<file path="src/rti_pkg.sv">
package rti_pkg;

  localparam int FIELD_W  = 63;
  localparam int EPS_W    = 16;
  localparam int DIST_W   = 32;
  localparam int BARY_W   = 17;
  localparam int FRAC_OUT = 16;
  localparam int QUO_W    = 33;
  localparam int LANES    = 3;
  localparam int LANE_T   = 0;
  localparam int LANE_U   = 1;
  localparam int LANE_V   = 2;
  localparam int CFG_IDX_W = 2;

  typedef enum logic [CFG_IDX_W-1:0] {
    REG_DET_EPS  = 2'd0,
    REG_DIST_EPS = 2'd1
  } cfg_reg_t;

  typedef enum logic [2:0] {
    ST_HIT      = 3'd0,
    ST_PARALLEL = 3'd1,
    ST_U_OUT    = 3'd2,
    ST_V_OUT    = 3'd3,
    ST_BEHIND   = 3'd4
  } status_t;

  typedef struct packed {
    logic [FIELD_W-1:0] ray_origin;
    logic [FIELD_W-1:0] ray_dir;
    logic [FIELD_W-1:0] vertex_a;
    logic [FIELD_W-1:0] vertex_b;
    logic [FIELD_W-1:0] vertex_c;
  } query_word_t;

  typedef struct packed {
    status_t             status;
    logic [DIST_W-1:0]   hit_dist;
    logic [BARY_W-1:0]   bary_u;
    logic [BARY_W-1:0]   bary_v;
  } result_word_t;

  typedef struct packed {
    status_t status;
    logic    sat;
  } div_side_t;

endpackage

</file>
<file path="src/rti_class.sv">
module rti_class
  import rti_pkg::*;
#(
  parameter int DW = 58
) (
  input  logic                          clk,
  input  logic                          rst,
  input  logic                          en,
  input  logic                          in_valid,
  input  logic signed [DW-1:0]          det,
  input  logic signed [DW-1:0]          un,
  input  logic signed [DW-1:0]          vn,
  input  logic signed [DW-1:0]          tn,
  input  logic [EPS_W-1:0]              det_eps,
  output logic                          out_valid,
  output logic [DW-2:0]                 divisor,
  output logic [LANES-1:0][DW-2:0]      dividend,
  output div_side_t                     side
);

  logic [1:0]           vld;
  logic signed [DW-1:0] a_det;
  logic signed [DW-1:0] a_un;
  logic signed [DW-1:0] a_vn;
  logic signed [DW-1:0] a_tn;
  div_side_t            side_next;

  always_ff @(posedge clk) begin
    if (rst) begin
      vld <= '0;
    end else if (en) begin
      vld <= {vld[0], in_valid};
    end
  end

  // A negative determinant flips every numerator so the tests below are plain compares.
  always_ff @(posedge clk) begin
    if (en) begin
      if (det < 0) begin
        a_det <= -det;
        a_un  <= -un;
        a_vn  <= -vn;
        a_tn  <= -tn;
      end else begin
        a_det <= det;
        a_un  <= un;
        a_vn  <= vn;
        a_tn  <= tn;
      end
    end
  end

  always_comb begin
    side_next.sat = (DW+FRAC_OUT)'(a_tn) >= ((DW+FRAC_OUT)'(a_det) <<< FRAC_OUT);
    if (a_det == 0 || a_det < $signed(DW'(det_eps))) begin
      side_next.status = ST_PARALLEL;
    end else if (a_un < 0 || a_un > a_det) begin
      side_next.status = ST_U_OUT;
    end else if (a_vn < 0 || ((DW+1)'(a_un) + (DW+1)'(a_vn)) > (DW+1)'(a_det)) begin
      side_next.status = ST_V_OUT;
    end else if (a_tn < 0) begin
      side_next.status = ST_BEHIND;
    end else begin
      side_next.status = ST_HIT;
    end
  end

  always_ff @(posedge clk) begin
    if (en) begin
      side             <= side_next;
      divisor          <= a_det[DW-2:0];
      dividend[LANE_T] <= a_tn[DW-2:0];
      dividend[LANE_U] <= a_un[DW-2:0];
      dividend[LANE_V] <= a_vn[DW-2:0];
    end
  end

  assign out_valid = vld[1];

endmodule

</file>
<file path="config.mk">
export PLATFORM = sky130hd
export DESIGN_NAME = rti_class
export DESIGN_NICKNAME = d
export VERILOG_FILES = /design/src/rti_pkg.sv /design/src/rti_class.sv
export SDC_FILE = /design/constraint.sdc
export NUM_CORES = 1
export LEC_CHECK = 0
export BUFFER_PORTS_ARGS = -buffer_cell sky130_fd_sc_hd__buf_2
export CORE_UTILIZATION = 57
export DETAILED_ROUTE_END_ITERATION = 6
export PLACE_DENSITY = 0.83
export SLEW_MARGIN = 25
export SYNTH_ARGS = -nofsm -noshare
export SYNTH_HDL_FRONTEND = slang
export SYNTH_SLANG_ARGS = --single-unit
</file>
<file path="constraint.sdc">
create_clock -name clk -period 6.6 [get_ports clk]
set_input_delay 1.32 -clock clk [delete_from_list [all_inputs] [get_ports clk]]
set_output_delay 1.32 -clock clk [all_outputs]
set_load 0.005 [all_outputs]
</file>
Yosys cells after proc, flatten, opt, wreduce, memory -nomap -nowiden
Index checks and enable logic that the tools add are counted.
{"block": "totals", "ff_bits": 466, "inputBits": 252, "out_inout_bits": 233, "elab_cells": 37}
{"block": "classes", "n_addsub": 5, "order_cmp": 8, "mux": 7, "reduce_logical": 5}
{"op": "$lt 58x1->1 const B", "count": 4}
{"op": "$mux 58", "count": 4}
{"op": "$neg 58->58", "count": 4}
{"op": "$ge 58x74->1", "count": 1}
{"op": "$add 58x58->59", "count": 1}
{"op": "$gt 59x58->1", "count": 1}
{"op": "$gt 58x58->1", "count": 1}
{"op": "$logic_not 58->1", "count": 1}
{"op": "$lt 58x17->1", "count": 1}
{"op": "$mux 2", "count": 2}
{"op": "$logic_or 1x1->1", "count": 3}
{"op": "$mux 3", "count": 1}
{"op": "$reduce_or 3->1", "count": 1}

Longest topological paths before layout
{"block": "logic_depth", "word_depth": 5, "ltp_mapped": 23, "mapped_depth_nobuf": 23}

Worst setup path before layout
Ideal clock, no wire load.
{"block": "synth_path", "path_kind": "flip-flop to flip-flop", "startpoint": "reg a_un[17]", "endpoint": "reg side[2] (netlist name) (data pin)", "arrival_ps": 4649, "slack_ps": 1687, "path_stages_with_launch": 22, "cell_sequence": "edfxtp_1 ha_1 clkbuf_1 and3_1 and4_1 o31a_1 or2_2 a311oi_1 o21ba_2 o221a_2 o211ai_1 a21oi_1 xnor2_1 ha_1 a21o_1 a21o_1 a221oi_1 o21ai_0 a2111oi_0 nor2_1 a211o_1 nor2b_1"}
{"block": "synth_via", "elab_chain_len": 5, "word_cells_on_any_way": 8, "cone_classes": "add/sub (1); order compare (3); mux (2); reduce/logical (2)"}
{"item": "start, declared", "line": "rti_class.sv:23", "rtl": "logic signed [DW-1:0] a_un;"}
{"item": "start signal, assigned", "line": "rti_class.sv:41", "rtl": "a_un <= -un;"}
{"item": "start signal, assigned", "line": "rti_class.sv:46", "rtl": "a_un <= un;"}
{"item": "$add 58x58->59", "line": "rti_class.sv:59", "rtl": "end else if (a_vn < 0 || ((DW+1)'(a_un) + (DW+1)'(a_vn)) > (DW+1)'(a_det)) begin"}
{"item": "$gt 59x58->1", "line": "rti_class.sv:59"}
{"item": "$logic_or 1x1->1", "line": "rti_class.sv:59"}
{"item": "$mux 2", "line": "rti_class.sv:59"}
{"item": "$mux 2 *", "line": "rti_class.sv:57", "rtl": "end else if (a_un < 0 || a_un > a_det) begin"}
{"item": "end signal, assigned", "line": "rti_class.sv:70", "rtl": "side <= side_next;"}
{"item": "end, declared", "line": "rti_class.sv:18", "rtl": "output div_side_t side"}
Every way passes the cells marked *; elsewhere a longest branch is shown, timed or not.
A chain may end at the register's enable or synchronous reset.

Worst setup path after layout
{"block": "layout_path", "startpoint": "reg a_un[0]", "endpoint": "reg side[2] (netlist name) (data pin)"}
The elaborated chain is that of the path after synthesis.

==> out/results.ini <==
[clock_network]
h-tree-depth=2
clk_path_buf_depth=3
cts.reportedPaths.clkPinSlew_ps=60
post_cts_buffers=0
clk_latency_ps=590
cts-root-buf=clkbuf_16
cts_buffers=48
hold_buffers=0
cts_tree=done
clock_sinks=466
post_cts_resized=0

[finish]
fin_nets=3199
drive_gt1_share_pct=21.84
seqCellArea_um2=13970
multi_input_area_um2=11930
final_cell_area_um2=31140
syn_to_final_growth_pct=17.42
fillCellCount=3310

[timing]
hold_viol_final=0
max_freq_ghz=0.1786
slew_viol_final=0
slew_headroom_pct=23.26
fin_setup_tns_ps=0
finalSetupViolations=0
fin_crit_sh_pct=84.85
worstMarginPinSlew_ps=1122
fin_crit_ps=5600
finClkSkew_ps=17.68
rsz0062_at_grt=no
hold_ws_ps=448.1

[placed_design]
place_hpwl_um=65100
portBuffers=484
placed_area_um2=29600
gp_congestion=0.9885

[floorplan]
io_pins=485
start_util_pct=58.06
dieArea_um2=47390
die_x_um=217.7
rows=78
die_h_um=217.7
core_area_um2=45670

[detailed_routing]
vias_per_cell=6.312
vias=21090
drc=0
routed_wl_um=82800
initialDrtViolationCount=2253
first_pass_iters=5
post_drt_wl_per_cell_um=24.78
antenna_left=0

[critical_path]
critPathLaunchType=flip-flop
max_stage_delay_ps=510
cp_num_buf_inv=0
cp.arrival_ps=5940
end_kind=flip-flop
cpMostUsedCell=o211ai_1
crit_type=flip-flop to flip-flop
crit_slowest_cell=a311oi_1
cp_num_cells=21
worstPathMaxFanout=3
cp-startpoint=a_un[0]
reg2reg_depth=21
worstPathCellList=ha_1 -> fa_1 -> a21oi_1 -> o211ai_1 -> o211ai_1 -> a2111oi_0 -> a311oi_1 -> o21ba_2 -> o221a_2 -> o211ai_1 -> a21oi_1 -> xnor2_1 -> ha_1 -> a21o_1 -> a21o_1 -> a221oi_1 -> o21ai_0 -> a2111oi_0 -> nor2_1 -> a211o_1 -> nor2b_1
timing.rr.start=a_un[0]
cp.required_ps=6940
path_delay_family=compound AO/OA/AOI/OAI gates

[logic_synthesis]
yosysTopAreaCellShare_pct=52.54
ys_warn_count=0
ys.flop_type=edfxtp_1
syn_inst=2203
synth.area.top_cells=edfxtp_1, ha_1, xnor2_1
synthDistinctLibCells=73
ys_top_cells_by_count=edfxtp_1, xnor2_1, ha_1
synth.largest_area_cell=edfxtp_1
avgSynthCellArea_um2=12.04
seq_area_frac_synth_pct=52.69
synth_area_um2=26520
synth_fp_nets=2708
synth_edf_count=464
synth_seq_cells=466
synthArstFlopShare_pct=0
synth_most_common_cell=edfxtp_1

[power]
p_per_area_nw_per_um2=277.7
p_total_mw=8.649
cellLeakagePower_nw=12.68
ir_drop_mv=0.2717

[global_routing]
grt_busiest_layer=met2
grt_overflow=0
grt_pass1_wl_um=121500
grt_util_met3_pct=5.356
met1_usage_pct=44.97
use_met2_pct=57.78
globalRouteTotalUtil_pct=34.51
first_global_vias=20210
grt_start_max_net_pins=170
antenna_found_initial=15

[hold_path]
worstHoldStart=a_tn[15]
hold_class=flip-flop to flip-flop
hold_depth=0

[flow_run]
cap_violations=0

[status]
status=finished, final reports clean

==> final cells by class <==
class                           instances  area share [%]
Clock buffer                           53           3.917
Sequential cell                       466           44.87
Tap cell                              600           2.411
Inverter                              109           1.314
Timing Repair Buffer                  494           8.152
Clock inverter                         32          0.9362
Multi-Input combinational cell       1575           38.30
Antenna cell                           12         0.09643
==> logic make-up after synthesis <==
group / count (synthesis) / synth area share, %
AO/OA/AOI/OAI: 540 / 13.54
XOR/XNOR: 280 / 9.247
adder cells (fa/ha/maj): 253 / 11.96
buffers and inverters: 162 / 2.335
flip-flops: 466 / 52.69
multiplexers: 2 / 0.07549
AND/OR/NAND/NOR: 500 / 10.15
==> per-layer routing <==
metal / vias to the layer above / wire (µm)
met5: - / 42
met3: 196 / 7316
met4: 8 / 3365
met1: 10210 / 32270
met2: 1230 / 39810
li1: 9442 / -
==> layout by cell type, fill, tap and decap left out, types with 29 or more instances in the layout <==
cell type    n
a21o_1     106
a21oi_1    119
buf_2      482
clkbuf_16   48
edfxtp_1   464
ha_1       252
inv_1      109
nand2_1    124
nand4_1     63
nor2_1      86
nor4_1      33
o21ai_0    119
o31ai_1     61
o41ai_1     33
or3_1       29
or4_1       31
xnor2_1    257
==> flip-flops by register name, indices dropped and copies added (netlist names) <==
name      count
divisor      57
vld           2
a_tn         58
a_un         58
a_vn         58
dividend    171
side          4
a_det        58
==> stage by stage <==
| step | worst slack, ps | util (%) | cells |
|---|---|---|---|
| 2_1_floorplan | 1687 | - | 2203 |
| 3_3_place_gp | 1150 | 64.81 | 3244 |
| 3_5_place_dp | 1018 | 64.81 | 3244 |
| 4_1_cts | 1009 | 68.12 | 3329 |
| 5_1_grt | 621.3 | 68.17 | 3338 |
| 6_report | 999.7 | 68.18 | 3341 |
==> final timing paths <==
path	endpoint	slack (ps)
hold reg to reg	dividend[15]	450
hold / removal	dividend[15]	450
setup reg to reg	side[2]	1000
setup / recovery	side[2]	1000
==> where the power goes <==
group          internal (mW)  switching, mW
Sequential              3.62          0.221
Clock                   1.52           1.16
Combinational          0.900           1.22
Power figures use the tool's default switching activity.
